`src/sv/assert_macros.svh`:
```
// Assertion macros used by the back end RTL module
`ifndef ASSERT_MACROS_SVH
`define ASSERT_MACROS_SVH

// condition holds at every clock edge out of reset
`define ASSERT_ALWAYS(lbl, cond, msg) \
    lbl: assert property (@(posedge i_clk) disable iff (!i_rst_n) (cond)) \
        else $error(msg);

// antecedent implies consequent in the same cycle
`define ASSERT_SAME(lbl, pre, post, msg) \
    lbl: assert property (@(posedge i_clk) disable iff (!i_rst_n) (pre) |-> (post)) \
        else $error(msg);

// antecedent implies consequent in the next cycle
`define ASSERT_NEXT(lbl, pre, post, msg) \
    lbl: assert property (@(posedge i_clk) disable iff (!i_rst_n) (pre) |=> (post)) \
        else $error(msg);

`endif

```
`src/sv/tfll_pkg.sv`:
```
// Package: constants, types and helpers of the tumor fraction log likelihood block
`default_nettype none
package tfll_pkg;

    localparam int FRAC_BITS     = 16;
    localparam int SUM_WIDTH     = 40;
    localparam int PROB_W        = FRAC_BITS + 1;
    localparam int CNT_W         = 16;
    localparam int GP_W          = 4;
    localparam int CHAR_W        = 8;
    localparam int CFG_IDX_W     = 2;
    localparam int LOG_MANT_BITS = 30;
    localparam int LOG_FRAC_BITS = 28;
    localparam int LN2_W         = 30;
    localparam logic [LN2_W-1:0] LN2_Q30 = 30'd744261118;

    localparam logic [PROB_W-1:0] ONE  = PROB_W'(1) << FRAC_BITS;
    localparam logic [PROB_W-1:0] HALF = PROB_W'(1) << (FRAC_BITS - 1);

    localparam logic [CFG_IDX_W-1:0] CFG_TUMOR_FRACTION = 2'd0;
    localparam logic [CFG_IDX_W-1:0] CFG_GENOTYPE_PAIR  = 2'd1;
    localparam logic [CFG_IDX_W-1:0] CFG_ALT_BASE       = 2'd2;

    localparam logic [GP_W-1:0] GP_AA_AA = 4'd0;
    localparam logic [GP_W-1:0] GP_AA_AB = 4'd1;
    localparam logic [GP_W-1:0] GP_AA_BB = 4'd2;
    localparam logic [GP_W-1:0] GP_AB_AA = 4'd3;
    localparam logic [GP_W-1:0] GP_AB_AB = 4'd4;
    localparam logic [GP_W-1:0] GP_AB_BB = 4'd5;
    localparam logic [GP_W-1:0] GP_BB_AA = 4'd6;
    localparam logic [GP_W-1:0] GP_BB_AB = 4'd7;
    localparam logic [GP_W-1:0] GP_BB_BB = 4'd8;

    localparam logic [CHAR_W-1:0] CH_UPPER_R = 8'd82;
    localparam logic [CHAR_W-1:0] CH_LOWER_R = 8'd114;
    localparam logic [CHAR_W-1:0] CH_UPPER_X = 8'd88;
    localparam logic [CHAR_W-1:0] CH_UPPER_A = 8'd65;
    localparam logic [CHAR_W-1:0] CH_UPPER_Z = 8'd90;
    localparam logic [CHAR_W-1:0] CASE_GAP   = 8'd32;

    localparam int QUEUE_DEPTH = 2;

    typedef struct packed {
        logic [PROB_W-1:0] q;
        logic [PROB_W-1:0] m;
        logic [PROB_W-1:0] v;
        logic              counted;
        logic              last;
    } t_work;

    function automatic logic [CHAR_W-1:0] lower_ascii(input logic [CHAR_W-1:0] c);
        lower_ascii = (c >= CH_UPPER_A && c <= CH_UPPER_Z) ? c + CASE_GAP : c;
    endfunction

    function automatic logic [PROB_W-1:0] clamp_one(input logic [PROB_W-1:0] x);
        clamp_one = (x > ONE) ? ONE : x;
    endfunction

endpackage
`default_nettype wire

```
`src/sv/tfll_queue.sv`:
```
// Two-entry queue between the front end and the arithmetic back end
`default_nettype none
module tfll_queue (
    input  wire logic i_clk,
    input  wire logic i_rst_n,
    input  wire logic i_push,
    input  wire tfll_pkg::t_work i_data,
    output logic      o_full,
    output logic      o_valid,
    input  wire logic i_pop,
    output tfll_pkg::t_work o_data
);

    localparam int PTR_W = $clog2(tfll_pkg::QUEUE_DEPTH);
    localparam int CNT_W = $clog2(tfll_pkg::QUEUE_DEPTH + 1);

    tfll_pkg::t_work r_mem [tfll_pkg::QUEUE_DEPTH];
    logic [PTR_W-1:0] r_wr;
    logic [PTR_W-1:0] r_rd;
    logic [CNT_W-1:0] r_cnt;
    logic             do_push;
    logic             do_pop;

    assign o_full  = r_cnt == CNT_W'(tfll_pkg::QUEUE_DEPTH);
    assign o_valid = r_cnt != '0;
    assign o_data  = r_mem[r_rd];
    assign do_push = i_push && !o_full;
    assign do_pop  = i_pop && o_valid;

    always_ff @(posedge i_clk) begin
        if (!i_rst_n) begin
            r_wr  <= '0;
            r_rd  <= '0;
            r_cnt <= '0;
        end else begin
            if (do_push) begin
                r_wr <= (r_wr == PTR_W'(tfll_pkg::QUEUE_DEPTH - 1)) ? '0 : r_wr + 1'b1;
            end
            if (do_pop) begin
                r_rd <= (r_rd == PTR_W'(tfll_pkg::QUEUE_DEPTH - 1)) ? '0 : r_rd + 1'b1;
            end
            r_cnt <= r_cnt + CNT_W'(do_push) - CNT_W'(do_pop);
        end
    end

    always_ff @(posedge i_clk) begin
        if (do_push) begin
            r_mem[r_wr] <= i_data;
        end
    end

endmodule
`default_nettype wire

```
`config.mk`:
```
export PLATFORM = sky130hd
export DESIGN_NAME = tfll_queue
export DESIGN_NICKNAME = d
export VERILOG_FILES = /design/src/sv/assert_macros.svh /design/src/sv/tfll_pkg.sv /design/src/sv/tfll_queue.sv
export SDC_FILE = /design/constraint.sdc
export NUM_CORES = 1
export LEC_CHECK = 0
export BUFFER_PORTS_ARGS = -buffer_cell sky130_fd_sc_hd__buf_2
export CORE_MARGIN = 2
export CORE_UTILIZATION = 59
export CTS_BUF_LIST = sky130_fd_sc_hd__clkbuf_4 sky130_fd_sc_hd__clkbuf_8
export CTS_CLUSTER_DIAMETER = 150
export DETAILED_ROUTE_END_ITERATION = 6
export GPL_ROUTABILITY_DRIVEN = 0
export PLACE_DENSITY_LB_ADDON = 0.1
export SLEW_MARGIN = 5
export SYNTH_ARGS = -nofsm -noshare
export SYNTH_HDL_FRONTEND = slang
export SYNTH_SLANG_ARGS = --single-unit
```
`constraint.sdc`:
```
create_clock -name i_clk -period 7.24 [get_ports i_clk]
set_clock_uncertainty 0.15 [all_clocks]
set_input_delay 0 -clock i_clk [delete_from_list [all_inputs] [get_ports i_clk]]
set_output_delay 0 -clock i_clk [all_outputs]
set_load 0.03 [all_outputs]
```
== Word-level counts from Yosys, hierarchy flattened ==
Memories as Yosys holds them, arrays and structs flattened. A register that Yosys moved wholly into a read port is not among the register bits.
Cells that the tools add are included.

* Logic and storage cells: 19
* Output and inout bits: 55
* RAM bits: 106
* Memories kept: 1
* Flip-flop bits (word level): 4

{| class="wikitable"
|+ Memory list
! memory !! depth !! bits a word !! read ports !! clocked after Yosys merged registers in !! write ports !! line !! source
|-
| r_mem || 2 || 53 || 1 || 1 || 1 || tfll_queue.sv:17 || <nowiki>tfll_pkg::t_work r_mem [tfll_pkg::QUEUE_DEPTH];</nowiki>
|}

* Reductions and logical operators: 4
* Equal/unequal tests: 1
* Muxes and demuxes: 6
* Add/subtract/negate cells: 4

{| class="wikitable"
|+ Operators by type and width
! kind !! number
|-
| 1-bit 2-to-1 mux || 6
|-
| 1-bit adder (second input constant) || 2
|-
| 2-bit by 1-bit adder with 2-bit output || 1
|-
| 2-bit == test (second input constant) || 1
|-
| 1-bit logical AND || 2
|-
| 2-bit nonzero test || 1
|-
| 2-bit by 1-bit subtractor with 2-bit output || 1
|-
| 1-bit zero test || 1
|}

== Depth between registers and ports, before layout ==
Gate-level depths: netlist of the first run.

* Depth in word-level cells: 5
* Depth in mapped cells: 8
* Gate-level depth less buffers: 8

== Worst setup path before layout of the first run ==
Ideal clock, no wire load.

* Kind: register -> register
* Start point: reg r_cnt[0]
* End point: mem r_mem[0][0] in the netlist's numbering (enable)
* Slack: 3.824 ns
* Library setup time: 0.464 ns
* Arrival: 2.803 ns
* Clock period less this slack: 3.416 ns
* Data required time: 6.626 ns
* Stages on the path, launching flop included: 4
* Cell sequence: dfxtp_1 > nand2b_1 > nand2_1 > nor2_1

* Longest elaborated chain between the ends: 5

{| class="wikitable"
|+ Ends and longest elaborated chain
! what !! line !! source
|-
| start: declaration || tfll_queue.sv:20 || <nowiki>logic [CNT_W-1:0] r_cnt;</nowiki>
|-
| start signal: assignment || tfll_queue.sv:42 || <nowiki>r_cnt <= r_cnt + CNT_W'(do_push) - CNT_W'(do_pop);</nowiki>
|-
| 2-bit == test || tfll_queue.sv:24 || <nowiki>assign o_full = r_cnt == CNT_W'(tfll_pkg::QUEUE_DEPTH);</nowiki>
|-
| 1-bit zero test || tfll_queue.sv:27 || <nowiki>assign do_push = i_push && !o_full;</nowiki>
|-
| 1-bit logical AND || tfll_queue.sv:27 ||
|-
| 1-bit 2-to-1 mux || tfll_queue.sv:47 || <nowiki>if (do_push) begin</nowiki>
|-
| 1-bit 2-to-1 mux (not written as such) || tfll_queue.sv:48 || <nowiki>r_mem[r_wr] <= i_data;</nowiki>
|-
| end: declaration || tfll_queue.sv:17 ||
|}

Every way passes these cells.

==> impl_metrics.ini, run 1 <==
[run_status]
status = finished clean

[routing]
vias = 2266
routed_via_density = 4.83
drt_pass1_iterations = 4
starting_drt_drc_count = 134
drcViolationCount = 0
final_antenna_net_count = 0
drt-wirelength-per-cell_um = 15.1
route.final.wire_length_um = 7080

[layout]
nFillCells = 409
finalNonFillerCells = 469
final_nets = 425
syn_to_final_growth_pct = 30.7
antenna-diode-count = 0
layout-drive-gt1-share = 0.500

[power_and_ir_drop]
power_leakage_nw = 2.25
power.density_cell_area_nw_per_um2 = 341
vdd_ir_drop_max_v = 0.000285

[clock_tree]
cts.htree.levels = 3
tritoncts_clock_tree = yes
cts-root-buf = clkbuf_8
clkLatencyLatePin_ps = 350
tritoncts.num_buffers = 9
cts_resized = 0
postCtsSetupRepairBufs = 0
clock-sinks = 111
worst_setup_hold_path_clk_slew_ps = 100
ctsHoldBuffers = 56
clockBufferDepth = 2

[sta]
final-setup-viol-count = 0
setup_total_negative_slack_ps = 0
worst_pin_slew_ps = 973
timing.final.crit_share = 0.295
clock.fmax_mhz = 468
setup_slack_ps = 5100
min_period_ps = 2140
timing.final.hold_violations = 0
grt_setup_unrepaired = no
report.final.slew_viol_count = 0
worst_slew_margin_rel = 0.351

[grt]
first_global_vias = 2225
grt_pass1_wl_um = 10400
grt_antenna_before_repair = 0
grt-ovfl-total = 0
grt_max_degree = 54
gr-usage-all-layers = 0.182

[place]
numPortBuffers = 111
place.detailed.hpwl_um = 4350
placedCellCount = 398
placement.setup.worst_slack_ps = 5140

[synthesis]
netlist.area_leader.share = 0.738
synth.yosys.seq_area_share = 0.761
synth_enable_flop_cells = 106
most_area_consuming_cells_after_synthesis = edfxtp_1, mux2_4, buf_12, dfxtp_1, mux2_2
synth.yosys.warnings = 0
synth-main-ff-cell = edfxtp_1
synthTopCellsByCount = edfxtp_1, mux2_4, buf_12, dfxtp_1, nor2_1
yosys.area.top_type = edfxtp_1
synth.net_count = 251
netlist_instances = 192
async_reset_ff_frac = 0
synth.most_common_cell = edfxtp_1
syn_area_sq_um = 4320
ys_seq_elements = 111
synthesis.area_per_instance_sq_um = 22.5
post_synth_num_cell_types = 19

[critical_path]
worstPathMaxFanout = 53
crit_arrival_ps = 1990
crit_path_start_kind = flip-flop
critical_path_required_ps = 7090
setup.worst_path.end_class = output pin
path_type_of_the_worst_setup_path = reg2out

[die]
core_region_area_sq_um = 7180
floorplan.die_area_sq_um = 8010
boundaryPins = 112
floorplan.rows = 31
floorplan.die.width_um = 89.5
start_util = 0.601
fp.dieH_um = 89.5

[hold_path]
hold_path.class = in2reg

[flow_run]
maxCapViolCount = 0
==> where the power goes <==
group          total [mW]  internal (mW)  switching, mW
logic               0.688          0.303          0.385
clock network       0.316          0.127          0.189
registers           0.917          0.829         0.0877
total                1.92           1.26          0.662
==> per-stage QoR <==
step | power, mW | hold WS [ps] | util | area [sq um]
2_1_floorplan | 1.47 | -51.1 | - | 4320
3_3_place_gp | 1.59 | 38.0 | 0.684 | 4910
3_5_place_dp | 1.60 | 41.5 | 0.684 | 4910
4_1_cts | 1.94 | 199 | 0.786 | 5640
5_1_grt | 2.01 | 203 | 0.786 | 5640
6_report | 1.92 | 213 | 0.786 | 5640
==> path summary, 6_finish.rpt <==
| kind | cells past startpoint | slack, ps | start | to |
|---|---|---|---|---|
| worst max-delay path | 2 | 5100 | flip-flop | o_data[40] |
| worst max register to register | 4 | 5170 | r_cnt[0] | r_mem[0][35] |
| worst min-delay path | 2 | 210 | i_data[3] | r_mem[1][3] |
| worst min register to register | 2 | 370 | r_rd | flip-flop |
==> cells in the final DEF (no fill, tap or decap), types with 3 or more instances in the layout <==
cell,netlist,final
buf_2,0,111
clkbuf_8,0,9
clkinvlp_4,0,3
dfxtp_1,5,4
dlygate4sd3_1,0,56
edfxtp_1,106,106
inv_1,3,3
mux2_2,3,3
mux2_4,50,50
nor2_1,4,3
==> logic make-up (layout without fill, tap and decap cells) <==
| kind of cell | count (synthesis) | count (layout) | share of synthesized area |
|---|---|---|---|
| adder cells (fa/ha/maj) | 2 | 2 | 0.00580 |
| XOR/XNOR | 2 | 2 | 0.00406 |
| multiplexers | 54 | 54 | 0.184 |
| AO/OA/AOI/OAI | 1 | 1 | 0.00174 |
| flip-flops | 111 | 111 | 0.761 |
| buffers and inverters | 9 | 187 | 0.0284 |
| AND/OR/NAND/NOR | 13 | 13 | 0.0151 |
==> area by class of cell <==
cell class	instances	area [sq um]	share of cell area
sequential	111	3290	0.583
timing repair buffer	169	1130	0.201
multi-input combinational	72	918	0.163
clock buffer	10	131	0.0233
tap	99	124	0.0220
clock inverter	5	36.3	0.00643
inverter	3	11.3	0.00200
==> worst max-delay path, stage by stage, from the launching register on <==
cell and delay [ps]:
dfxtp_4 990, mux2_2 440, buf_2 180
==> state kept, by name (all words and copies together), names as in the netlist, named ones only <==
name	cells
r_cnt	2
r_mem	106
r_rd	1
r_wr	1
==> routing by layer <==
metal / wire (um) / track usage / up-vias
li1: - / - / 1090
met1: 2910 / 0.223 / 1087
met2: 3660 / 0.304 / 74
met3: 292 / 0.0323 / 15
met4: 213 / 0.110 / 0
met5: 0 / 0 / -
(Power assumes the default switching activity.)
==> inputs of run 2 (changes only) <==
--- a/config.mk
+++ b/config.mk
@@ -7,7 +7,7 @@
 export LEC_CHECK = 0
 export BUFFER_PORTS_ARGS = -buffer_cell sky130_fd_sc_hd__buf_2
 export CORE_MARGIN = 2
-export CORE_UTILIZATION = 59
+export CORE_UTILIZATION = 49
 export CTS_BUF_LIST = sky130_fd_sc_hd__clkbuf_4 sky130_fd_sc_hd__clkbuf_8
 export CTS_CLUSTER_DIAMETER = 150
 export DETAILED_ROUTE_END_ITERATION = 6
==> constraint.sdc (replaced) <==
create_clock -name i_clk -period 1.87 [get_ports i_clk]
set_clock_uncertainty 0.15 [all_clocks]
set_input_delay 0 -clock i_clk [delete_from_list [all_inputs] [get_ports i_clk]]
set_output_delay 0 -clock i_clk [all_outputs]
set_load 0.03 [all_outputs]
==> impl_metrics.ini, run 2 (synthesis results as in run 1) <==
[die]
boundaryPins = 112
start_util = 0.500
floorplan.die.width_um = 97.8
fp.dieH_um = 97.8
core_region_area_sq_um = 8640
floorplan.rows = 34
floorplan.die_area_sq_um = 9570

[critical_path]
worstPathMaxFanout = 5
regToRegSetupSlack_ps = 120
timing.critical_path.mode_cell = ha_1
critical_path.max_stage_delay_ps = 370
critical_path.reg2reg.endpoint = r_cnt[1]
crit_arrival_ps = 1880
setup.worst_path.end_class = flip-flop
critical_path_required_ps = 2000
crit_path_start_kind = flip-flop
crit_path_top_delay_cell = dfxtp_1
timing.rr.start = r_cnt[1]
worstPathBufferInverterCount = 1
count_of_cells_along_the_worst_register_to_register_path = 7
timing.critical_path.max_delay_family = adder cells
cells_traversed_along_the_worst_timing_path = o21a_1, ha_1, inv_1, ha_1, xor2_1, and2_1, nor3_1
path_type_of_the_worst_setup_path = reg2reg

[grt]
grt-ovfl-total = 0
gr-usage-all-layers = 0.157
grt_antenna_before_repair = 0
grt_max_degree = 54
grt_pass1_wl_um = 11500
first_global_vias = 2418

[clock_tree]
cts-root-buf = clkbuf_8
tritoncts.num_buffers = 9
clock-sinks = 111
clockBufferDepth = 2
tritoncts_clock_tree = yes
worst_setup_hold_path_clk_slew_ps = 100
cts.htree.levels = 3
clkLatencyLatePin_ps = 350

[sta]
final-setup-viol-count = 0
grt_setup_unrepaired = no
worst_slew_margin_rel = 0.800
clock.fmax_mhz = 571
timing.final.hold_violations = 0
setup_slack_ps = 118
worst_pin_slew_ps = 300
timing.final.crit_share = 0.937
report.final.slew_viol_count = 0
min_period_ps = 1750
setup_total_negative_slack_ps = 0

[routing]
drcViolationCount = 0
route.final.wire_length_um = 7330
vias = 2282
final_antenna_net_count = 0
starting_drt_drc_count = 59
routed_via_density = 4.72
drt_pass1_iterations = 4
drt-wirelength-per-cell_um = 15.2

[power_and_ir_drop]
power.total_mw = 7.77
clkPwrFrac = 0.180
netSwitchingPower_mw = 2.65
power_leakage_nw = 2.31
seqPwrFrac = 0.430
vdd_ir_drop_max_v = 0.000703
power.switching_fraction = 0.341
pwr-share-comb = 0.390
power.internal_mw = 5.13
power.density_cell_area_nw_per_um2 = 1340

[hold_path]
hold-path-cell-count = 2
worstHoldStart = i_data[29]
hold_path.class = in2reg
whs_endpoint = r_mem[0][29]

[place]
place.detailed.hpwl_um = 4580
placement.setup.worst_slack_ps = 129
numPortBuffers = 111

[layout]
most_frequent_cells_in_the_layout = buf_2, edfxtp_1, dlygate4sd3_1
syn_to_final_growth_pct = 34.4
max_ffs_per_register = 106
final_nets = 429
regs_by_ff_count = r_mem (106), r_cnt (2)
layout-drive-gt1-share = 0.515
registers.top_by_ff_count = r_mem
most_common_cell_after_layout_fill_and_taps_aside = buf_2
antenna-diode-count = 0

[flow_run]
maxCapViolCount = 0

[run_status]
status = finished clean
==> run 2: changes by cell type in the layout (fill, tap and decap cells not counted) <==
cell / previous run / this run
buf_12: 0 / 6
buf_4: 2 / 0
bufinv_16: 0 / 1
clkbuf_4: 1 / 0
clkinv_2: 1 / 2
clkinvlp_4: 3 / 2
dfxtp_1: 4 / 3
dfxtp_2: 0 / 1
inv_6: 0 / 1
nand2_1: 2 / 1
nand2_4: 0 / 1
nand2b_1: 2 / 1
nand2b_4: 0 / 1
==> run 2: power by group through the flow <==
stage,sequential (mW),combinational (mW),clock (mW)
2_1_floorplan,3.35,2.37,0
3_3_place_gp,3.44,2.88,0
3_5_place_dp,3.46,2.89,0
4_1_cts,3.35,3.08,1.45
5_1_grt,3.38,3.22,1.54
6_report,3.34,3.03,1.40
==> run 2: layer usage <==
layer / vias up / global-route usage / part of all wire
li1: 1104 / - / -
met1: 1102 / 0.184 / 0.42
met2: 66 / 0.282 / 0.52
met3: 10 / 0.0344 / 0.041
met4: 0 / 0.0577 / 0.013
met5: - / 0 / 0
==> run 2: how the worst max path moves through the flow <==
stage,slack (ps),startpoint,cells past startpoint,to
after floorplan,-10,r_cnt[0],3,r_mem[0][0]
after global placement,210,r_cnt[1],7,r_cnt[1]
after detailed placement,130,r_cnt[1],7,r_cnt[1]
after CTS,100,r_cnt[1],7,r_cnt[1]
after global routing,30,r_cnt[1],7,r_cnt[1]
final,120,r_cnt[1],7,r_cnt[1]
==> run 2: area by class of cell <==
class / count / area [sq um]
fill: 598 / 2840
timing repair buffer: 173 / 1240
sequential: 111 / 3290
tap: 108 / 135
multi-input combinational: 72 / 933
clock buffer: 9 / 124
inverter: 3 / 11.3
clock inverter: 7 / 72.6
==> run 2: what timing repair did <==
action                     CTS  global route
buffers inserted             1             0
setup endpoints to repair    2             0
resized for setup            0             0
hold buffers                56             0
hold endpoints to repair   111             0
==> run 2: through the flow <==
step                       util  instance area, sq um  cells  hold WS (ps)
final                     0.672                  5800    483           210
after global routing      0.672                  5800    483           187
after CTS                 0.672                  5800    483           186
after detailed placement  0.582                  5020    410          40.7
after global placement    0.582                  5020    410          37.2
after floorplan               -                  4340    192         -51.1
