## config.mk

```make
export PLATFORM = sky130hd
export DESIGN_NAME = tfll_front
export DESIGN_NICKNAME = d
export VERILOG_FILES = /design/src/sv/assert_macros.svh /design/src/sv/tfll_pkg.sv /design/src/sv/tfll_front.sv
export SDC_FILE = /design/constraint.sdc
export NUM_CORES = 1
export LEC_CHECK = 0
export BUFFER_PORTS_ARGS = -buffer_cell sky130_fd_sc_hd__clkbuf_2
export CAP_MARGIN = 15
export CELL_PAD_IN_SITES_DETAIL_PLACEMENT = 0
export CELL_PAD_IN_SITES_GLOBAL_PLACEMENT = 1
export CORE_ASPECT_RATIO = 1.2
export CORE_MARGIN = 2
export CORE_UTILIZATION = 37
export CTS_CLUSTER_DIAMETER = 150
export DETAILED_ROUTE_END_ITERATION = 12
export PLACE_DENSITY = 0.84
export SETUP_SLACK_MARGIN = 0.2
export SYNTH_ARGS = -nofsm -noshare
export SYNTH_HDL_FRONTEND = slang
export SYNTH_SLANG_ARGS = --single-unit
export TNS_END_PERCENT = 10
```

## constraint.sdc

```tcl
create_clock -name i_clk -period 3.9 [get_ports i_clk]
set_input_delay 0.585 -clock i_clk [delete_from_list [all_inputs] [get_ports i_clk]]
set_output_delay 0.585 -clock i_clk [all_outputs]
set_load 0.05 [all_outputs]
```

## src/sv/assert_macros.svh

```systemverilog
// Assertion macros used by the back end RTL module
`ifndef ASSERT_MACROS_SVH
`define ASSERT_MACROS_SVH

// condition holds at every clock edge out of reset
`define ASSERT_ALWAYS(lbl, cond, msg) \
    lbl: assert property (@(posedge i_clk) disable iff (!i_rst_n) (cond)) \
        else $error(msg);

// antecedent implies consequent in the same cycle
`define ASSERT_SAME(lbl, pre, post, msg) \
    lbl: assert property (@(posedge i_clk) disable iff (!i_rst_n) (pre) |-> (post)) \
        else $error(msg);

// antecedent implies consequent in the next cycle
`define ASSERT_NEXT(lbl, pre, post, msg) \
    lbl: assert property (@(posedge i_clk) disable iff (!i_rst_n) (pre) |=> (post)) \
        else $error(msg);

`endif

```

## src/sv/tfll_pkg.sv

```systemverilog
// Package: constants, types and helpers of the tumor fraction log likelihood block
`default_nettype none
package tfll_pkg;

    localparam int FRAC_BITS     = 16;
    localparam int SUM_WIDTH     = 40;
    localparam int PROB_W        = FRAC_BITS + 1;
    localparam int CNT_W         = 16;
    localparam int GP_W          = 4;
    localparam int CHAR_W        = 8;
    localparam int CFG_IDX_W     = 2;
    localparam int LOG_MANT_BITS = 30;
    localparam int LOG_FRAC_BITS = 28;
    localparam int LN2_W         = 30;
    localparam logic [LN2_W-1:0] LN2_Q30 = 30'd744261118;

    localparam logic [PROB_W-1:0] ONE  = PROB_W'(1) << FRAC_BITS;
    localparam logic [PROB_W-1:0] HALF = PROB_W'(1) << (FRAC_BITS - 1);

    localparam logic [CFG_IDX_W-1:0] CFG_TUMOR_FRACTION = 2'd0;
    localparam logic [CFG_IDX_W-1:0] CFG_GENOTYPE_PAIR  = 2'd1;
    localparam logic [CFG_IDX_W-1:0] CFG_ALT_BASE       = 2'd2;

    localparam logic [GP_W-1:0] GP_AA_AA = 4'd0;
    localparam logic [GP_W-1:0] GP_AA_AB = 4'd1;
    localparam logic [GP_W-1:0] GP_AA_BB = 4'd2;
    localparam logic [GP_W-1:0] GP_AB_AA = 4'd3;
    localparam logic [GP_W-1:0] GP_AB_AB = 4'd4;
    localparam logic [GP_W-1:0] GP_AB_BB = 4'd5;
    localparam logic [GP_W-1:0] GP_BB_AA = 4'd6;
    localparam logic [GP_W-1:0] GP_BB_AB = 4'd7;
    localparam logic [GP_W-1:0] GP_BB_BB = 4'd8;

    localparam logic [CHAR_W-1:0] CH_UPPER_R = 8'd82;
    localparam logic [CHAR_W-1:0] CH_LOWER_R = 8'd114;
    localparam logic [CHAR_W-1:0] CH_UPPER_X = 8'd88;
    localparam logic [CHAR_W-1:0] CH_UPPER_A = 8'd65;
    localparam logic [CHAR_W-1:0] CH_UPPER_Z = 8'd90;
    localparam logic [CHAR_W-1:0] CASE_GAP   = 8'd32;

    localparam int QUEUE_DEPTH = 2;

    typedef struct packed {
        logic [PROB_W-1:0] q;
        logic [PROB_W-1:0] m;
        logic [PROB_W-1:0] v;
        logic              counted;
        logic              last;
    } t_work;

    function automatic logic [CHAR_W-1:0] lower_ascii(input logic [CHAR_W-1:0] c);
        lower_ascii = (c >= CH_UPPER_A && c <= CH_UPPER_Z) ? c + CASE_GAP : c;
    endfunction

    function automatic logic [PROB_W-1:0] clamp_one(input logic [PROB_W-1:0] x);
        clamp_one = (x > ONE) ? ONE : x;
    endfunction

endpackage
`default_nettype wire

```

## src/sv/tfll_front.sv

```systemverilog
// Front end: configuration registers and base classification
`default_nettype none
module tfll_front (
    input  wire logic                           i_clk,
    input  wire logic                           i_rst_n,
    input  wire logic                           i_cfg_we,
    input  wire logic [tfll_pkg::CFG_IDX_W-1:0] i_cfg_idx,
    input  wire logic [tfll_pkg::PROB_W-1:0]    i_cfg_data,
    input  wire logic [tfll_pkg::CHAR_W-1:0]    i_base_char,
    input  wire logic [tfll_pkg::PROB_W-1:0]    i_base_err,
    input  wire logic [tfll_pkg::PROB_W-1:0]    i_map_err,
    input  wire logic                           i_last,
    output tfll_pkg::t_work                     o_work
);

    logic [tfll_pkg::PROB_W-1:0] r_tf;
    logic [tfll_pkg::GP_W-1:0]   r_gp;
    logic [tfll_pkg::CHAR_W-1:0] r_alt;

    logic                        variant;
    logic                        reference;
    logic [tfll_pkg::PROB_W-1:0] tf;
    logic [tfll_pkg::PROB_W-1:0] h;
    logic [tfll_pkg::PROB_W-1:0] frac_ref;
    logic [tfll_pkg::PROB_W-1:0] frac_var;

    always_ff @(posedge i_clk) begin
        if (!i_rst_n) begin
            r_tf  <= '0;
            r_gp  <= tfll_pkg::GP_AA_AA;
            r_alt <= tfll_pkg::CH_UPPER_X;
        end else if (i_cfg_we) begin
            case (i_cfg_idx)
                tfll_pkg::CFG_TUMOR_FRACTION: r_tf  <= i_cfg_data;
                tfll_pkg::CFG_GENOTYPE_PAIR:  r_gp  <= i_cfg_data[tfll_pkg::GP_W-1:0];
                tfll_pkg::CFG_ALT_BASE:       r_alt <= i_cfg_data[tfll_pkg::CHAR_W-1:0];
                default: ;
            endcase
        end
    end

    always_comb begin
        variant   = tfll_pkg::lower_ascii(i_base_char) == tfll_pkg::lower_ascii(r_alt);
        reference = !variant && (i_base_char == tfll_pkg::CH_UPPER_R ||
                                 i_base_char == tfll_pkg::CH_LOWER_R);
        tf = tfll_pkg::clamp_one(r_tf);
        h  = tf >> 1;
        unique case (r_gp)
            tfll_pkg::GP_AA_AA: begin
                frac_ref = tfll_pkg::ONE;                  frac_var = '0;
            end
            tfll_pkg::GP_AA_AB: begin
                frac_ref = tfll_pkg::ONE - h;              frac_var = h;
            end
            tfll_pkg::GP_AA_BB: begin
                frac_ref = tfll_pkg::ONE - tf;             frac_var = tf;
            end
            tfll_pkg::GP_AB_AA: begin
                frac_ref = tfll_pkg::HALF + h;             frac_var = tfll_pkg::HALF - h;
            end
            tfll_pkg::GP_AB_AB: begin
                frac_ref = tfll_pkg::HALF;                 frac_var = tfll_pkg::HALF;
            end
            tfll_pkg::GP_AB_BB: begin
                frac_ref = tfll_pkg::HALF - h;             frac_var = tfll_pkg::HALF + h;
            end
            tfll_pkg::GP_BB_AA: begin
                frac_ref = tf;                             frac_var = tfll_pkg::ONE - tf;
            end
            tfll_pkg::GP_BB_AB: begin
                frac_ref = h;                              frac_var = tfll_pkg::ONE - h;
            end
            tfll_pkg::GP_BB_BB: begin
                frac_ref = '0;                             frac_var = tfll_pkg::ONE;
            end
            default: begin
                frac_ref = '0;                             frac_var = '0;
            end
        endcase
        o_work.q       = tfll_pkg::clamp_one(i_base_err);
        o_work.m       = tfll_pkg::clamp_one(i_map_err);
        o_work.v       = variant ? frac_var : frac_ref;
        o_work.counted = variant || reference;
        o_work.last    = i_last;
    end

endmodule
`default_nettype wire

```

* Yosys cells after proc, flatten, opt, wreduce, memory -nomap -nowiden
Index checks and enable logic that the tools add are counted.
Storage, ports and cells: register bits after elaboration 29, bits of input ports 65, output and inout bits 53, logic and storage cells 48
Operators by class: $add $sub $neg 6, order comparisons 7, eq/ne operators 13, muxes and demuxes 8, reductions and logical operators 11
Operators with widths (count):
- case mux 17 bit (8 select lines) | 2
- two-way mux 17 bit | 4
- greater-than comparator 17 bit (second input constant) | 3
- adder 16 x 16 -> 17 bit (first input constant) | 1
- subtractor 16 x 16 -> 17 bit (first input constant) | 1
- subtractor 17 x 16 -> 17 bit (first input constant) | 1
- subtractor 17 bit (first input constant) | 1
- adder 8 x 6 -> 8 bit (second input constant) | 2
- == test 4 x 3 -> 1 bit (second input constant) | 4
- == test 8 x 7 -> 1 bit (second input constant) | 2
- >= comparator 8 x 7 -> 1 bit (second input constant) | 2
- <= comparator 8 x 7 -> 1 bit (second input constant) | 2
- two-way mux 8 bit | 2
- == test 4 x 2 -> 1 bit (second input constant) | 2
- == test 8 bit | 1
- AND reduction 2 bit | 3
- == test 4 x 1 -> 1 bit (second input constant) | 1
- == test 4 bit (second input constant) | 1
- zero test 4 bit | 1
- logical AND 1 bit | 3
- == test 2 x 1 -> 1 bit (second input constant) | 1
- == test 2 bit (second input constant) | 1
- zero test 2 bit | 1
- logical OR 1 bit | 2
- zero test 1 bit | 1

* Depth between registers and ports, before layout
Gate-level depths: netlist of the first run.
depth in word-level cells 7, gate-level depth with buffers 12, gate-level depth less buffers 9

* Worst setup path after synthesis of the first run
No wires, ideal clock.
path kind input to output, start input port i_base_char[0] (netlist name), end output port o_work[11] (netlist name), arrival 3262 ps, data required time 3315 ps, slack 53 ps, cell stages on the path 8, buffers on the path 1, cells stage by stage or3_1 > o32a_1 > a21bo_2 > mux2i_1 > o2bb2ai_1 > o211ai_2 > buf_2 > mux2i_1
RTL lines:
- from (decl) | RTL line tfll_front.sv:9 | input wire logic [tfll_pkg::CHAR_W-1:0] i_base_char,
- to (decl) | RTL line tfll_front.sv:13 | output tfll_pkg::t_work o_work

==> results of run 1 <==
==> tightest hold or removal path, stage by stage, from the launching register on <==
cell	delay [ps]
dfxtp_1	320
nand2_1	60
a21boi_0	70
==> power by group <==
part,internal [mW],switching [mW],total [mW]
registers,0.306,0.0162,0.323
clock network,0.364,0.135,0.499
logic,0.207,0.341,0.547
==> stage by stage <==
stage                     utilization  hold WS, ps
after floorplan                     -          457
after global placement          0.458          474
after detailed placement        0.458          483
after CTS                       0.479          507
after global routing            0.486          532
final                           0.486          498
==> routing by layer <==
| metal | track usage | up-vias | routed length [um] |
|---|---|---|---|
| met3 | 0.0359 | 40 | 1120 |
| met2 | 0.434 | 251 | 6950 |
| met5 | 0 | - | 0 |
| met4 | 0.0824 | 0 | 380 |
| met1 | 0.287 | 2289 | 5620 |
| li1 | - | 2297 | - |
==> cell usage after synthesis (all sizes together) (2+ instances only) <==
library cell,instances
dfxtp,29
nor2b,49
o21ai,29
a32oi,2
nor4,14
ha,4
or4,6
xnor2,15
a221oi,3
mux2,7
or3,7
buf,8
or2,2
a21oi,32
o32ai,2
o31ai,5
nand4,2
a2bb2oi,3
and2,4
nor3b,3
a22o,2
xor2,9
o2bb2ai,2
nand2b,13
a31oi,6
a21o,5
mux2i,25
a211oi,2
nand2,75
nor3,13
clkbuf,42
a21boi,19
o21bai,3
o32a,2
nand3b,6
a22oi,17
nand3,14
o21a,4
o221ai,6
nor2,51
o211ai,3
inv,11
o22ai,8
a41oi,4
==> layout make-up <==
cell class | instances | area share
clock buffers | 5 | 0.0247
clock inverters | 3 | 0.0129
inverters | 11 | 0.00817
multi-input cells | 491 | 0.618
flip-flops and latches | 29 | 0.116
well taps | 129 | 0.0319
repair buffers | 144 | 0.189
==> path summary, 6_finish.rpt <==
path	startpoint	to	slack, ps	cells past startpoint
max	r_tf[9]	o_work[13]	220	8
max reg2reg	r_tf[16]	r_tf[16]	2670	3
min reg2reg	r_tf[0]	r_tf[0]	500	2
min	r_tf[0]	r_tf[0]	500	2
==> kinds of logic after synthesis <==
| group | after synthesis | synth area share |
|---|---|---|
| AO/OA/AOI/OAI | 168 | 0.298 |
| multiplexers | 32 | 0.0841 |
| AND/OR/NAND/NOR | 263 | 0.341 |
| adder cells (fa/ha/maj) | 4 | 0.0128 |
| XOR/XNOR | 24 | 0.0537 |
| flip-flops | 29 | 0.148 |
| buffers and inverters | 61 | 0.0626 |
==> repair_timing <==
item	CTS	global route
gates resized for setup	1	8
hold endpoints to repair	0	0
pin swaps	1	2
setup endpoints to repair	5	8
buffers inserted	2	4
==> state kept, by name (all words and copies together), names as in the netlist <==
name / flops
r_alt: 8
r_gp: 4
r_tf: 17
==> results.yml, run 1 <==
outcome:
  status: "finished, final reports clean"
timing:
  fmax_mhz: 272
  setup_ws_ps: 222
  skew_ps: 0
  maxSlewViolCount: 0
  hold_viol: 0
  worst_pin_slew_ps: 1020
  finalSetupViolCount: 0
  setup_tns_ps: 0
  maxSlewHeadroom: 0.318
  fin_crit_ps: 3680
  fin_crit_sh: 0.943
  rsz0062_at_grt: "true"
clock_tree:
  clk_latency_ps: 280
  clk_pin_slew_ps: 50
  cts-buffers-inserted: 5
  cts.sinks: 29
  cts_tree: "yes"
  cts_buffer_depth: 2
  hold_buffers: 0
  cts-htree-levels: 2
  cts-root-buf: "clkbuf_16"
layout:
  stdcell_count: 812
  final_area_mm2: 0.00506
  fin_nets: 751
  layout_common_cells: "clkbuf_2, nand2_1, nor2_1"
  area_growth_pct: 29.1
  regArea_um2: 584
  drive_gt1_frac: 0.258
  multi_input_area_mm2: 0.00313
  fill_cells: 1084
  n_antenna_cell: 0
  final_common_cell: "clkbuf_2"
yosys:
  synth_area_leaders: "dfxtp_1, nor2b_1, nand2_1"
  synth_edf_count: 0
  synthArstFlopShare: 0
  syn_nets: 650
  ys_seq_area_frac: 0.148
  ys_ff_latch: 29
  postSynthCellCount: 581
  ys.flop_type: "dfxtp_1"
  synth_top_area_frac: 0.148
  ys_types: 66
  synth.avg_cell_area_um2: 6.74
  synth_warnings: 0
  synth_area_mm2: 0.00392
  yosys.area.top_type: "dfxtp_1"
detailed_routing:
  ant_nets: 0
  drt-initial-drc-count: 317
  drc: 0
  wl_per_cell_um: 17.3
  vias: 4877
  wl_um: 14100
  viasPerCell: 6.01
  dr.pass1.iters: 5
setup_path:
  cpPeakStageDelay_ps: 580
  path_buf_inv: 1
  worst-path-max-fanout: 8
  cp_cell_sequence: "or3_4 > or4_4 > or4_4 > and2_4 > o32ai_4 > a21oi_1 > mux2i_1 > bufbuf_16"
  setup.worst_path.end_class: "output pin"
  crit_type: "flip-flop to output pin"
  crit_family: "simple AND/OR/NAND/NOR gates"
  crit_top_cell: "or4_4"
  critPathArrivalTime_ps: 3090
  crit_slowest_cell: "or4_4"
  cp-start-kind: "flip-flop"
  required_ps: 3310
floorplanning:
  die_h_um: 117
  top_level_ports: 118
  initial_core_util: 0.376
  die_area_mm2: 0.0114
  row_count: 41
  core_mm2: 0.0104
  dieWidth_um: 97.9
global_route:
  overflow: 0
  grt_max_degree: 54
  grt_pass1_vias: 4495
  grt_pass1_wl_um: 22400
  antenna_found_initial: 0
  gr-usage-all-layers: 0.238
power_and_ir_drop:
  p_leak_nw: 2.15
  p_total_mw: 1.37
  power.density_mw_per_mm2: 271
  max-vdd-ir-drop_mv: 0.281
placed_design:
  dpl_cell_area_mm2: 0.00477
  place_ws_ps: 375
  io_buffer_count: 115
  dpl.hpwl_um: 10700
  dp_cells: 798
  gp_congestion: 0.931
hold_path:
  hold_class: "flip-flop to flip-flop"
run:
  timing.max_cap.violations: 0
(Power assumes the default switching activity.)
==> inputs of run 2 (changes only) <==
--- a/config.mk
+++ b/config.mk
@@ -14,6 +14,7 @@
 export CORE_UTILIZATION = 37
 export CTS_CLUSTER_DIAMETER = 150
 export DETAILED_ROUTE_END_ITERATION = 12
+export MAX_ROUTING_LAYER = met4
 export PLACE_DENSITY = 0.84
 export SETUP_SLACK_MARGIN = 0.2
 export SYNTH_ARGS = -nofsm -noshare
==> constraint.sdc (replaced) <==
create_clock -name i_clk -period 3.9 [get_ports i_clk]
set_input_delay 0.78 -clock i_clk [delete_from_list [all_inputs] [get_ports i_clk]]
set_output_delay 0.78 -clock i_clk [all_outputs]
set_load 0.05 [all_outputs]
==> run 2 against run 1 <==
Effect of this change:
- routed wire length rose by 1.8%
- combinational power increased by 3%
- largest power group unchanged
- critical path type is now primary input to output pin
- critical endpoint unchanged
- final cell count grew 1.1%
==> results.yml, run 2 (same netlist as run 1, synthesis figures left out) <==
outcome:
  status: "finished, final reports clean"
layout:
  stdcell_count: 821
  area_growth_pct: 33.5
  layout_common_cells: "clkbuf_2, nand2_1, nor2_1"
  n_antenna_cell: 0
  largest_register: "r_tf"
  largest_reg_flops: 17
  reg.largest.list: "r_tf (17), r_alt (8), r_gp (4)"
  fin_nets: 760
  final_area_mm2: 0.00523
  final_common_cell: "clkbuf_2"
  drive_gt1_frac: 0.277
timing:
  worst_pin_slew_ps: 755
  setup_ws_ps: 9.41
  fin_crit_sh: 0.998
  hold_viol: 0
  fmax_mhz: 257
  setup_tns_ps: 0
  maxSlewViolCount: 0
  rsz0062_at_grt: "true"
  fin_hold_ws_ps: 496
  skew_ps: 0
  fin_crit_ps: 3890
  finalSetupViolCount: 0
  maxSlewHeadroom: 0.490
power_and_ir_drop:
  power.internal_mw: 0.754
  p_sw_mw: 0.496
  pwr-share-clk: 0.292
  p_seq_frac: 0.258
  p_leak_nw: 2.14
  p_comb_frac: 0.449
  max-vdd-ir-drop_mv: 0.223
  sw_frac_of_total: 0.397
  power.density_mw_per_mm2: 239
setup_path:
  crit_type: "primary input to output pin"
  critPathArrivalTime_ps: 3110
  cp_cell_sequence: "clkbuf_2 > or3_1 > o32a_1 > a21bo_2 > mux2i_1 > o2bb2ai_1 > o211ai_4 > buf_12 > buf_6 > mux2i_4 > buf_12"
  r2r_setup_slack_ps: 2720
  worstReg2RegEnd: "r_gp[3]"
  setup.worst_path.end_class: "output pin"
  worst-path-max-fanout: 8
  required_ps: 3120
  rr_startpoint: "r_gp[3]"
  cp-start-kind: "primary input"
  critical_path.endpoint: "o_work[13]"
  crit_start: "i_base_char[0]"
  crit_slowest_cell: "or3_1"
  reg2reg_depth: 4
  crit_top_cell: "buf_12"
  cpPeakStageDelay_ps: 380
global_route:
  grt_max_degree: 55
  gr-usage-all-layers: 0.253
  grt_pass1_vias: 4552
  grt_pass1_wl_um: 22800
  overflow: 0
  antenna_found_initial: 0
detailed_routing:
  vias: 4805
  dr.pass1.iters: 5
  drt-initial-drc-count: 297
  ant_nets: 0
  viasPerCell: 5.85
  wl_um: 14300
  drc: 0
  wl_per_cell_um: 17.5
placed_design:
  place_ws_ps: -27.2
  dp_cells: 813
  dpl_cell_area_mm2: 0.00498
  dpl.hpwl_um: 11400
  gp_congestion: 1.02
  io_buffer_count: 115
clock_tree:
  cts-htree-levels: 2
  cts_tree: "yes"
  cts.sinks: 29
  cts-root-buf: "clkbuf_16"
  cts_buffer_depth: 2
  cts-buffers-inserted: 5
  post-cts-setup-buffer-count: 0
  clk_pin_slew_ps: 50
  clk_latency_ps: 280
floorplanning:
  die_h_um: 117
  row_count: 41
  die_area_mm2: 0.0114
  core_mm2: 0.0104
  dieWidth_um: 97.9
  initial_core_util: 0.376
  top_level_ports: 118
run:
  timing.max_cap.violations: 0
hold_path:
  hp-start: "r_tf[0]"
  hold_class: "flip-flop to flip-flop"
==> run 2: cell types whose count changed in the layout (fill, tap and decap cells not counted), moves of 2 or more <==
cell	change
buf_4	+7
buf_6	+2
bufinv_16	-2
clkbuf_2	-8
clkbuf_8	+7
mux2i_1	-9
mux2i_4	+9
==> run 2: how the worst min path moves through the flow <==
stage / endpoint / slack (ps) / cells past startpoint
floorplan: r_tf[0] / 460 / 2
detailed placement: r_tf[0] / 490 / 2
global route: r_tf[0] / 520 / 2
finish: r_tf[0] / 500 / 2
global placement: r_tf[0] / 480 / 2
CTS: r_tf[0] / 500 / 2
==> run 2: cell type report <==
type	instances	area, um2
Clock buffer	6	129
Clock inverter	2	10.0
Fill cell	1018	5190
Inverter	11	41.3
Multi-Input combinational cell	491	3230
Sequential cell	29	581
Tap cell	129	161
Timing Repair Buffer	153	1070
==> run 2: worst max-delay path, delay by kind of cell <==
| kind | cells | cell delay (ps) |
|---|---|---|
| muxes | 2 | 380 |
| and+or+nand+nor | 1 | 380 |
| buffers and inverters | 4 | 570 |
| AOI/OAI and AO/OA | 4 | 1000 |
==> run 2: per-layer routing <==
layer / vias up / GRT usage / part of all wire
li1: 2319 / - / -
met1: 2219 / 0.291 / 0.41
met2: 228 / 0.447 / 0.49
met3: 39 / 0.0365 / 0.066
met4: 0 / 0.0972 / 0.028
met5: - / - / 0
==> run 2: power by group through the flow <==
stage | Clock [mW] | Combinational, mW | Sequential [mW]
2_1_floorplan | 0 | 0.382 | 0.320
3_3_place_gp | 0 | 0.539 | 0.328
3_5_place_dp | 0 | 0.544 | 0.328
4_1_cts | 0.369 | 0.553 | 0.322
5_1_grt | 0.384 | 0.602 | 0.324
6_report | 0.365 | 0.561 | 0.323
==> run 2: what timing repair did <==
item                       4_1_cts  5_1_grt
resized for setup               20       10
pin swaps                        0        0
hold buffers                     0        0
setup endpoints to repair       16       17
==> run 2: metrics by stage <==
step / total power [mW] / util
floorplan: 0.701 / -
global placement: 0.867 / 0.479
detailed placement: 0.872 / 0.479
CTS: 1.24 / 0.500
global route: 1.31 / 0.502
finish: 1.25 / 0.502
==> inputs of run 3 (changes only) <==
--- a/config.mk
+++ b/config.mk
@@ -15,7 +15,7 @@
 export CTS_CLUSTER_DIAMETER = 150
 export DETAILED_ROUTE_END_ITERATION = 12
 export MAX_ROUTING_LAYER = met4
-export PLACE_DENSITY = 0.84
+export PLACE_DENSITY_LB_ADDON = 0.12
 export SETUP_SLACK_MARGIN = 0.2
 export SYNTH_ARGS = -nofsm -noshare
 export SYNTH_HDL_FRONTEND = slang
==> run 3 against run 2 <==
Effect of this change:
- combinational power is essentially flat
- setup slack better by 47 ps
- cell area increased by 1.7%
- critical path depth stayed put
- critical path type unchanged
- largest cell class unchanged
- final cell count unchanged
- global-route usage down 0.88 points
- fmax is 1.2% higher
- highest routed layer unchanged
- clock-buffer cell count fell by 1
- sequential power hardly changed
==> results.yml, run 3 (same netlist as run 1, synthesis figures left out) <==
global_route:
  antenna_found_initial: 0
  grt_pass1_wl_um: 22100
  gr-usage-all-layers: 0.244
  grt_pass1_vias: 4326
  overflow: 0
  grt_max_degree: 54
outcome:
  status: "finished, final reports clean"
layout:
  final_area_mm2: 0.00531
  layout_common_cells: "clkbuf_2, nand2_1, nor2_1"
  drive_gt1_frac: 0.288
  reg.largest.list: "r_tf (17), r_alt (8), r_gp (4)"
  n_antenna_cell: 0
  largest_register: "r_tf"
  final_common_cell: "clkbuf_2"
  area_growth_pct: 35.7
  fin_nets: 760
  largest_reg_flops: 17
clock_tree:
  cts-htree-levels: 2
  cts.sinks: 29
  cts-buffers-inserted: 5
  hold_buffers: 0
  cts-root-buf: "clkbuf_16"
  clk_pin_slew_ps: 50
  cts_tree: "yes"
  clk_latency_ps: 270
  cts_buffer_depth: 2
floorplanning:
  die_h_um: 117
  initial_core_util: 0.376
  die_area_mm2: 0.0114
  top_level_ports: 118
  dieWidth_um: 97.9
  core_mm2: 0.0104
  row_count: 41
timing:
  maxSlewHeadroom: 0.350
  fin_crit_sh: 0.985
  fmax_mhz: 260
  hold_viol: 0
  worst_pin_slew_ps: 971
  skew_ps: 0
  setup_ws_ps: 56.7
  setup_tns_ps: 0
  finalSetupViolCount: 0
  rsz0062_at_grt: "true"
  fin_crit_ps: 3840
  maxSlewViolCount: 0
  fin_hold_ws_ps: 491
setup_path:
  setup.worst_path.end_class: "output pin"
  crit_type: "primary input to output pin"
  cp_cell_sequence: "buf_6 > or3_4 > o32a_1 > a21bo_2 > mux2i_1 > o2bb2ai_2 > o211ai_4 > buf_12 > buf_12 > mux2i_4 > buf_12"
  critPathArrivalTime_ps: 3060
  cp-start-kind: "primary input"
  crit_slowest_cell: "or3_4"
  required_ps: 3120
  crit_top_cell: "buf_12"
  cpPeakStageDelay_ps: 370
  path_buf_inv: 4
  crit_family: "compound AO/OA/AOI/OAI gates"
  worst-path-max-fanout: 6
power_and_ir_drop:
  max-vdd-ir-drop_mv: 0.235
  p_total_mw: 1.25
  p_leak_nw: 2.18
  power.density_mw_per_mm2: 235
detailed_routing:
  wl_per_cell_um: 17.0
  wl_um: 13900
  vias: 4789
  ant_nets: 0
  dr.pass1.iters: 4
  drc: 0
  viasPerCell: 5.83
  drt-initial-drc-count: 337
placed_design:
  gp_congestion: 0.922
  io_buffer_count: 115
  place_ws_ps: -20.6
  dpl.hpwl_um: 10700
  dpl_cell_area_mm2: 0.00495
run:
  timing.max_cap.violations: 0
hold_path:
  hold_class: "flip-flop to flip-flop"
==> run 3: worst min-delay path, stage by stage, from the launching register on <==
cell and delay [ps]:
dfxtp_1 320, nand2_1 50, a21boi_0 70
==> run 3: per-stage QoR <==
| stage | utilization | std cells |
|---|---|---|
| after floorplan | - | 581 |
| after global placement | 0.476 | 810 |
| after CTS | 0.500 | 821 |
| after global routing | 0.510 | 821 |
| after detailed placement | 0.476 | 810 |
| final | 0.510 | 821 |
==> run 3: timing repair <==
item,in CTS,in global routing
resized for setup,18,37
pin swaps,2,3
buffers inserted,3,0
setup endpoints to repair,17,17
==> run 3: path summary, 6_finish.rpt <==
check / startpoint / endpoint / slack (ps) / depth (start not counted)
hold / removal: r_tf[0] / r_tf[0] / 490 / 2
setup reg to reg: r_tf[6] / r_tf[6] / 2930 / 2
setup / recovery: i_base_char[0] / o_work[5] / 60 / 11
hold reg to reg: r_tf[0] / r_tf[0] / 490 / 2
==> run 3: final cells by class <==
cell class | instances | area [um2]
Tap cell | 129 | 161
Timing Repair Buffer | 153 | 1110
Fill cell | 1074 | 5100
Inverter | 11 | 41.3
Clock buffer | 5 | 125
Clock inverter | 3 | 17.5
Multi-Input combinational cell | 491 | 3270
Sequential cell | 29 | 581
==> run 3: power breakdown <==
group	switching [mW]	total [mW]	internal [mW]	leakage (nW)
clock	0.130	0.363	0.233	0.0696
combinational	0.346	0.563	0.217	1.87
sequential	0.0154	0.322	0.307	0.236
==> run 3: layer usage <==
metal,GRT usage,vias to the layer above,share of wire
li1,-,2329,-
met2,0.400,202,0.48
met3,0.0221,22,0.062
met1,0.316,2236,0.43
met4,0.0898,0,0.027
met5,-,-,0
